**src/rtl/core/tmlm_pkg.sv**
```systemverilog
// ----------------------------------------------------------------------------
// tmlm_pkg
// Shared widths, types, register indexes and constants of the trimmed-mean
// level meter.
// ----------------------------------------------------------------------------
package tmlm_pkg;

    // Samples per window (3 to 15)
    localparam int WINDOW_SIZE = 13;

    localparam int SAMPLE_W    = 12;
    localparam int LAMP_COUNT  = 6;
    localparam int SUM_W       = 16;
    localparam int COUNT_W     = 4;
    localparam int CFG_INDEX_W = 3;

    // Divide by WINDOW_SIZE - 2 as a multiply by a rounded-up reciprocal.
    // With a shift of SUM_W + 4 the quotient is exact for every SUM_W-bit sum.
    localparam int DIVISOR     = WINDOW_SIZE - 2;
    localparam int RECIP_SHIFT = SUM_W + 4;
    localparam int RECIP_W     = RECIP_SHIFT + 1;
    localparam int PROD_W      = SUM_W + RECIP_W;
    localparam logic [RECIP_W-1:0] RECIP =
        RECIP_W'(((64'd1 << RECIP_SHIFT) + 64'(DIVISOR) - 64'd1) / 64'(DIVISOR));

    typedef logic [SAMPLE_W-1:0]   sample_t;
    typedef logic [SUM_W-1:0]      sum_t;
    typedef logic [COUNT_W-1:0]    count_t;
    typedef logic [LAMP_COUNT-1:0] lamps_t;
    typedef logic [LAMP_COUNT-1:0][SAMPLE_W-1:0] thr_array_t;

    localparam count_t COUNT_LAST = COUNT_W'(WINDOW_SIZE);

    // Configuration register indexes
    typedef enum logic [CFG_INDEX_W-1:0] {
        REG_LEVEL_ONE   = 3'd0,
        REG_LEVEL_TWO   = 3'd1,
        REG_LEVEL_THREE = 3'd2,
        REG_LEVEL_FOUR  = 3'd3,
        REG_LEVEL_FIVE  = 3'd4,
        REG_LEVEL_SIX   = 3'd5
    } reg_index_t;

    // Threshold reset values, lamp 0 in the low slot
    localparam thr_array_t THR_RESET = {
        12'd2800, 12'd2750, 12'd2700, 12'd2650, 12'd2600, 12'd2550
    };

    // Trimmed window sum handed from the accumulator to the scaler
    typedef struct packed {
        logic valid;
        sum_t sum;
    } trim_t;

endpackage

```
**src/rtl/core/tmlm_sample_if.sv**
```systemverilog
// ----------------------------------------------------------------------------
// tmlm_sample_if
// Sample channel: valid/ready handshake carrying one converter reading.
// ----------------------------------------------------------------------------
interface tmlm_sample_if;
    logic              valid;
    logic              ready;
    tmlm_pkg::sample_t sample;

    modport source (output valid, output sample, input ready);
    modport sink   (input valid, input sample, output ready);
endinterface

```
**src/rtl/core/tmlm_result_if.sv**
```systemverilog
// ----------------------------------------------------------------------------
// tmlm_result_if
// Result channel: valid/ready handshake carrying the mean and lamp bits.
// ----------------------------------------------------------------------------
interface tmlm_result_if;
    logic              valid;
    logic              ready;
    tmlm_pkg::sample_t filtered_mean;
    tmlm_pkg::lamps_t  lamp_bits;

    modport source (output valid, output filtered_mean, output lamp_bits, input ready);
    modport sink   (input valid, input filtered_mean, input lamp_bits, output ready);
endinterface

```
**src/rtl/core/tmlm_cfg_regs.sv**
```systemverilog
// ----------------------------------------------------------------------------
// tmlm_cfg_regs
// Six lamp threshold registers behind a plain write port.
// ----------------------------------------------------------------------------
module tmlm_cfg_regs (
    input  logic                                clk,
    input  logic                                rst_n,
    input  logic                                cfg_we,
    input  logic [tmlm_pkg::CFG_INDEX_W-1:0]    cfg_index,
    input  tmlm_pkg::sample_t                   cfg_data,
    output tmlm_pkg::thr_array_t                thresholds
);

    tmlm_pkg::thr_array_t thr_reg;

    // Write the addressed threshold; drop writes beyond the last register
    always_ff @(posedge clk or negedge rst_n)
    begin
        if (!rst_n)
        begin
            thr_reg <= tmlm_pkg::THR_RESET;
        end
        else if (cfg_we)
        begin
            case (tmlm_pkg::reg_index_t'(cfg_index))
                tmlm_pkg::REG_LEVEL_ONE:   thr_reg[0] <= cfg_data;
                tmlm_pkg::REG_LEVEL_TWO:   thr_reg[1] <= cfg_data;
                tmlm_pkg::REG_LEVEL_THREE: thr_reg[2] <= cfg_data;
                tmlm_pkg::REG_LEVEL_FOUR:  thr_reg[3] <= cfg_data;
                tmlm_pkg::REG_LEVEL_FIVE:  thr_reg[4] <= cfg_data;
                tmlm_pkg::REG_LEVEL_SIX:   thr_reg[5] <= cfg_data;
                default:                   thr_reg    <= thr_reg;
            endcase
        end
    end

    assign thresholds = thr_reg;

endmodule

```
**src/rtl/core/tmlm_accum.sv**
```systemverilog
// ----------------------------------------------------------------------------
// tmlm_accum
// Running sum, minimum, maximum and count of the current window; registers
// the trimmed sum when the window completes.
// ----------------------------------------------------------------------------
module tmlm_accum (
    input  logic                clk,
    input  logic                rst_n,
    tmlm_sample_if.sink         samples,
    output tmlm_pkg::trim_t     trim,
    input  logic                trim_ready
);

    tmlm_pkg::count_t  count_reg, count_next;
    tmlm_pkg::sum_t    sum_reg, sum_next;
    tmlm_pkg::sample_t min_reg, min_next;
    tmlm_pkg::sample_t max_reg, max_next;
    logic              trim_valid_reg;
    tmlm_pkg::sum_t    trim_sum_reg, trim_sum_next;
    logic              accept;
    logic              last;

    // Take a request whenever the trimmed-sum slot is free or draining
    assign samples.ready = !trim_valid_reg || trim_ready;
    assign accept        = samples.valid && samples.ready;

    // Fold the new sample into the window
    always_comb
    begin
        count_next    = count_reg + tmlm_pkg::count_t'(1);
        sum_next      = sum_reg + tmlm_pkg::SUM_W'(samples.sample);
        min_next      = (samples.sample < min_reg) ? samples.sample : min_reg;
        max_next      = (samples.sample > max_reg) ? samples.sample : max_reg;
        last          = (count_next == tmlm_pkg::COUNT_LAST);
        trim_sum_next = sum_next - tmlm_pkg::SUM_W'(min_next)
                                 - tmlm_pkg::SUM_W'(max_next);
    end

    // Advance the window state; restart it after the last sample
    always_ff @(posedge clk or negedge rst_n)
    begin
        if (!rst_n)
        begin
            count_reg <= '0;
            sum_reg   <= '0;
            min_reg   <= '1;
            max_reg   <= '0;
        end
        else if (accept)
        begin
            if (last)
            begin
                count_reg <= '0;
                sum_reg   <= '0;
                min_reg   <= '1;
                max_reg   <= '0;
            end
            else
            begin
                count_reg <= count_next;
                sum_reg   <= sum_next;
                min_reg   <= min_next;
                max_reg   <= max_next;
            end
        end
    end

    // Hold the trimmed sum until the scaler takes it
    always_ff @(posedge clk or negedge rst_n)
    begin
        if (!rst_n)
        begin
            trim_valid_reg <= 1'b0;
        end
        else if (accept && last)
        begin
            trim_valid_reg <= 1'b1;
        end
        else if (trim_ready)
        begin
            trim_valid_reg <= 1'b0;
        end
    end

    always_ff @(posedge clk)
    begin
        if (accept && last)
        begin
            trim_sum_reg <= trim_sum_next;
        end
    end

    assign trim.valid = trim_valid_reg;
    assign trim.sum   = trim_sum_reg;

endmodule

```
**src/rtl/core/tmlm_scale.sv**
```systemverilog
// ----------------------------------------------------------------------------
// tmlm_scale
// Divides the trimmed sum by the window size less two, compares the mean
// with the thresholds and holds the result for the output channel.
// ----------------------------------------------------------------------------
module tmlm_scale (
    input  logic                    clk,
    input  logic                    rst_n,
    input  tmlm_pkg::trim_t         trim,
    output logic                    trim_ready,
    input  tmlm_pkg::thr_array_t    thresholds,
    tmlm_result_if.source           results
);

    logic [tmlm_pkg::PROD_W-1:0] prod;
    tmlm_pkg::sample_t           mean;
    tmlm_pkg::lamps_t            lamps;
    logic                        out_valid_reg;
    tmlm_pkg::sample_t           mean_reg;
    tmlm_pkg::lamps_t            lamps_reg;
    logic                        load;

    assign trim_ready = !out_valid_reg || results.ready;
    assign load       = trim.valid && trim_ready;

    // Scale by the reciprocal and compare against each threshold
    always_comb
    begin
        prod = tmlm_pkg::PROD_W'(trim.sum) * tmlm_pkg::PROD_W'(tmlm_pkg::RECIP);
        mean = prod[tmlm_pkg::RECIP_SHIFT +: tmlm_pkg::SAMPLE_W];
        for (int k = 0; k < tmlm_pkg::LAMP_COUNT; k++)
        begin
            lamps[k] = (mean >= thresholds[k]);
        end
    end

    // Hold the result until the sink takes it
    always_ff @(posedge clk or negedge rst_n)
    begin
        if (!rst_n)
        begin
            out_valid_reg <= 1'b0;
        end
        else if (load)
        begin
            out_valid_reg <= 1'b1;
        end
        else if (results.ready)
        begin
            out_valid_reg <= 1'b0;
        end
    end

    always_ff @(posedge clk)
    begin
        if (load)
        begin
            mean_reg  <= mean;
            lamps_reg <= lamps;
        end
    end

    assign results.valid         = out_valid_reg;
    assign results.filtered_mean = mean_reg;
    assign results.lamp_bits     = lamps_reg;

endmodule

```
**src/rtl/core/trimmed_mean_level_meter.sv**
```systemverilog
// The trimmed sum loads at the edge that accepts the last sample of a window;
// the result register loads from it once the result slot is free or draining.
// Throughput: one sample per cycle while the trimmed-sum slot is free or draining;
// one result per WINDOW_SIZE samples. The rate is set by the running sum/min/max update.
// Reset (rst_n low, asynchronous) empties the window and both result slots
// and loads the six thresholds with their default levels.
// ----------------------------------------------------------------------------
// trimmed_mean_level_meter
// Window mean of converter samples with the smallest and largest dropped,
// plus six bar-graph lamp bits from programmable thresholds.
// ----------------------------------------------------------------------------
module trimmed_mean_level_meter (
    input  logic                                clk,
    input  logic                                rst_n,
    tmlm_sample_if.sink                         samples,
    tmlm_result_if.source                       results,
    input  logic                                cfg_we,
    input  logic [tmlm_pkg::CFG_INDEX_W-1:0]    cfg_index,
    input  tmlm_pkg::sample_t                   cfg_data
);

    tmlm_pkg::thr_array_t thresholds;
    tmlm_pkg::trim_t      trim;
    logic                 trim_ready;

    tmlm_cfg_regs u_cfg (
        .clk        (clk),
        .rst_n      (rst_n),
        .cfg_we     (cfg_we),
        .cfg_index  (cfg_index),
        .cfg_data   (cfg_data),
        .thresholds (thresholds)
    );

    tmlm_accum u_accum (
        .clk        (clk),
        .rst_n      (rst_n),
        .samples    (samples),
        .trim       (trim),
        .trim_ready (trim_ready)
    );

    tmlm_scale u_scale (
        .clk        (clk),
        .rst_n      (rst_n),
        .trim       (trim),
        .trim_ready (trim_ready),
        .thresholds (thresholds),
        .results    (results)
    );

endmodule

```
**src/flat_wrapper.sv**
```systemverilog
// flat-port wrapper written by rule: the top's interface ports become plain ports
module trimmed_mean_level_meter_flat 
  (clk, rst_n, cfg_we, cfg_index, cfg_data, samples_valid, samples_sample, samples_ready, results_valid, results_filtered_mean, results_lamp_bits, results_ready);
  tmlm_sample_if samples_i ();
  tmlm_result_if results_i ();
  input  logic clk;
  input  logic rst_n;
  input  logic cfg_we;
  input  logic [tmlm_pkg::CFG_INDEX_W-1:0] cfg_index;
  input  tmlm_pkg::sample_t cfg_data;
  input wire logic [$bits(samples_i.valid)-1:0] samples_valid;
  input wire logic [$bits(samples_i.sample)-1:0] samples_sample;
  output wire logic [$bits(samples_i.ready)-1:0] samples_ready;
  output wire logic [$bits(results_i.valid)-1:0] results_valid;
  output wire logic [$bits(results_i.filtered_mean)-1:0] results_filtered_mean;
  output wire logic [$bits(results_i.lamp_bits)-1:0] results_lamp_bits;
  input wire logic [$bits(results_i.ready)-1:0] results_ready;
  assign samples_i.valid = samples_valid;
  assign samples_i.sample = samples_sample;
  assign samples_ready = samples_i.ready;
  assign results_valid = results_i.valid;
  assign results_filtered_mean = results_i.filtered_mean;
  assign results_lamp_bits = results_i.lamp_bits;
  assign results_i.ready = results_ready;
  trimmed_mean_level_meter u_core (.clk(clk), .rst_n(rst_n), .samples(samples_i), .results(results_i), .cfg_we(cfg_we), .cfg_index(cfg_index), .cfg_data(cfg_data));
endmodule
```
**config.mk**
```make
export PLATFORM = sky130hd
export DESIGN_NAME = trimmed_mean_level_meter_flat
export DESIGN_NICKNAME = d
export VERILOG_FILES = /design/src/rtl/core/tmlm_pkg.sv /design/src/rtl/core/tmlm_sample_if.sv /design/src/rtl/core/tmlm_result_if.sv /design/src/rtl/core/tmlm_cfg_regs.sv /design/src/rtl/core/tmlm_accum.sv /design/src/rtl/core/tmlm_scale.sv /design/src/rtl/core/trimmed_mean_level_meter.sv /design/src/flat_wrapper.sv
export SDC_FILE = /design/constraint.sdc
export NUM_CORES = 1
export LEC_CHECK = 0
export ABC_CLOCK_PERIOD_IN_PS = 6240
export BUFFER_PORTS_ARGS = -buffer_cell sky130_fd_sc_hd__buf_4
export CAP_MARGIN = 15
export CORE_MARGIN = 4
export CORE_UTILIZATION = 50
export CTS_BUF_LIST = sky130_fd_sc_hd__clkbuf_8
export CTS_CLUSTER_DIAMETER = 200
export DETAILED_ROUTE_END_ITERATION = 16
export HOLD_SLACK_MARGIN = 0.12
export PLACE_DENSITY = 0.69
export REMOVE_ABC_BUFFERS = 1
export SYNTH_ARGS = -nofsm -noshare
export SYNTH_HDL_FRONTEND = slang
export SYNTH_SLANG_ARGS = --single-unit
```
**constraint.sdc**
```tcl
create_clock -name clk -period 6.24 [get_ports clk]
set_input_delay 0.624 -clock clk [delete_from_list [all_inputs] [get_ports clk]]
set_output_delay 0.624 -clock clk [all_outputs]
set_load 0.03 [all_outputs]
```
==> results.toml <==
[drt]
avgViaCountPerCell = 5.264
first_pass_iters = 5
drt_iter0_markers = 418
wl_per_cell_um = 16.06
routed_wl_um = 31810
drtAntennaViolNets = 0
drc = 0
vias = 10420

[floorplanning]
num_rows = 62
dieWidth_um = 178.2
num_io_pins = 52
core_um2 = 28630
die_area_um2 = 31770
initial_core_util_pct = 50.62
die_h_um = 178.2

[clocking]
clockRootBuffer = "clkbuf_8"
cts_sinks = 152
htree_num_levels = 4
cts_max_path_buffers = 2
cts_tree = "built"
clk_latency_ns = 0.47
path_clk_slew_ns = 0.10
cts_buffers = 17

[global_route]
grt_use_total_pct = 20.93
grt_pass1_vias = 11030
grt_max_degree = 83
antenna_found_initial = 0
grt_overflow = 0
grt_pass1_wl_um = 53720

[sta]
hold_viol = 0
period_share_pct = 102.1
rsz0062_at_grt = "true"
setup_viol = 6
slew_headroom_pct = 27.47
worst_pin_slew_ns = 1.088
setup_ws_ns = -0.1290
fmax_ghz = 0.1570
final_max_slew_viol_count = 0
min_period_ns = 6.369
skew_ns = 0.01790

[placed_design]
portBuffers = 51
dp_cells = 1919
place_congestion = 0.8587
dp_hpwl_um = 24660

[setup_path]
setup.worst_path.end_class = "register"
critPathMaxStageDelay_ns = 0.54
cp-start-kind = "register"
critPathKind = "reg -> reg"
cp_slowest_cell = "fa_1"
cp.required_ns = 6.45
crit_family = "adder cells"
crit_fanout = 7
critPathArrivalTime_ns = 6.58
cp_cell_sequence = "fa_1, ha_1, inv_1, fa_1, inv_2, fa_2, fa_1, inv_1, fa_1, inv_2, ha_4, and4_4, buf_4, a211oi_4, o31ai_4, buf_4, a21oi_2, nor2b_2, xnor2_1, buf_4, ha_1, a21oi_2, nand2_1, o31a_1"
path_buf_inv = 7
crit_path_frequent_cell = "fa_1"

[logic_synthesis]
syn_area_per_cell_um2 = 10.26
synthesis.area_um2 = 14490
yosysWarnings = 0
synth_cell_types = 71
async_flop_share_pct = 77.63
yosys.area.top_type_share_pct = 22.80
synthCells = 1412
synth_edf_count = 34
synth.top_cells.by_count = "271 x inv_1, 264 x ha_1, 108 x fa_1"
yosysMostFrequentCell = "inv_1"
seq_area_frac_synth_pct = 27.85
synth_top_cells_by_area = "ha_1 23%, fa_1 15%, dfrtp_1 12%"
ys_ff_latch = 152
yosysTopAreaCell = "ha_1"
synth-main-ff-cell = "dfrtp_1"

[outcome]
violations = "setup timing"
status = "complete, but fails checks"

[finish]
fin_cells = 1980
syn2layout_area_growth_pct = 18.70
antenna_cells = 0
fin_nets = 1987
drive_gt1_share_pct = 24.75
largest_register_ffs = 72

[run]
cap_violations = 0

[min_path]
hold_path.class = "in -> reg"
==> worst reg2reg max path: cells and delay by family (launching register included) <==
family	cells	cell delay, ns
adders and majority gates	8	3.31
buffers and inverters	7	0.73
xor gates and xnor gates	1	0.12
AOI/OAI and AO/OA	5	1.04
and+or+nand+nor	3	0.47
DFF	1	0.48
==> through the flow <==
| stage | hold slack (ns) | cell area (um2) | setup WS (ns) | util [%] | TNS, ns |
|---|---|---|---|---|---|
| floorplan | 0.3284 | 14370 | -0.2200 | - | -1.320 |
| finish | 0.4129 | 17200 | -0.1290 | 60.08 | -0.6431 |
| global route | 0.4021 | 17200 | -0.3230 | 60.08 | -1.868 |
| global placement | 0.4536 | 15980 | -0.5911 | 55.81 | -3.388 |
| detailed placement | 0.4613 | 15980 | -0.7314 | 55.81 | -4.275 |
| CTS | 0.4007 | 17030 | -0.01515 | 59.50 | -0.02195 |
==> per-layer routing <==
metal,vias to the layer above,track usage (%),wire length [um],share of wire (%)
met5,-,0,0,0
met4,0,4.605,502,1.6
li1,5129,-,-,-
met1,5099,28.05,14550,46
met3,44,2.692,921,2.9
met2,150,36.51,15830,50
==> repair_timing <==
item	in CTS	in global routing
pin swaps	80	24
hold buffers	1	0
gates resized for setup	102	27
setup buffers	24	4
setup endpoints to repair	6	6
hold endpoints to repair	9	0
==> cells by family after synthesis <==
logic type                 Yosys count  share of synthesized area (%)
muxes                               52                          3.851
and+or+nand+nor                    229                          7.625
DFF                                152                          27.85
AOI/OAI and AO/OA                  267                          12.38
buffers and inverters              295                          7.850
xor gates and xnor gates            45                          2.720
adders and majority gates          372                          37.72
==> cell usage in the layout (no fill, tap or decap), types with 5 or more instances in the layout <==
cell type / n
inv_1: 262
ha_1: 244
buf_4: 157
fa_1: 104
nand2_1: 92
dfrtp_1: 69
o21ai_0: 68
dfstp_2: 49
nor2_1: 37
edfxtp_1: 34
mux2_2: 30
a21oi_1: 29
xnor2_1: 25
a21o_1: 22
mux2i_1: 22
a21oi_2: 21
o21a_1: 18
ha_4: 18
clkbuf_8: 17
buf_6: 16
nor2b_1: 15
nor3_1: 15
xor2_1: 15
nand3_1: 12
o21ai_1: 12
o22a_1: 12
a32o_1: 12
nand4_1: 11
inv_2: 10
nand2b_1: 10
o211ai_1: 9
a22o_1: 7
a211oi_1: 6
o21ai_2: 6
o31a_1: 6
a211oi_2: 5
nor2_2: 5
==> area by class of cell <==
type / count / area (um2)
clock buffer: 17 / 234.0
clock inverter: 15 / 165.2
fill: 2323 / 11430
inverter: 271 / 1017
multi-input combinational: 965 / 9857
sequential: 152 / 4035
tap: 384 / 480.5
timing repair buffer: 176 / 1409
==> path summary, 6_finish.rpt <==
| kind | depth (start not counted) | endpoint | slack, ns | from |
|---|---|---|---|---|
| setup reg to reg | 24 | u_core.u_scale.results.lamp_bits[3] | -0.13 | u_core.u_accum.trim_sum_reg[14] |
| max in group asynchronous | 3 | u_core.u_cfg.thresholds[54] | 4.17 | rst_n |
| setup / recovery | 24 | u_core.u_scale.results.lamp_bits[3] | -0.13 | u_core.u_accum.trim_sum_reg[14] |
| hold / removal | 2 | u_core.u_accum.max_reg[0] | 0.41 | samples_sample[0] |
| hold reg to reg | 2 | u_core.u_accum.sum_reg[4] | 0.48 | u_core.u_accum.sum_reg[4] |
| min in group asynchronous | 2 | u_core.u_scale.results.valid | 0.66 | rst_n |
Power is left out: the tool's default activity adds up to more than one toggle a clock period on the data nets, which glitch-free logic cannot reach.
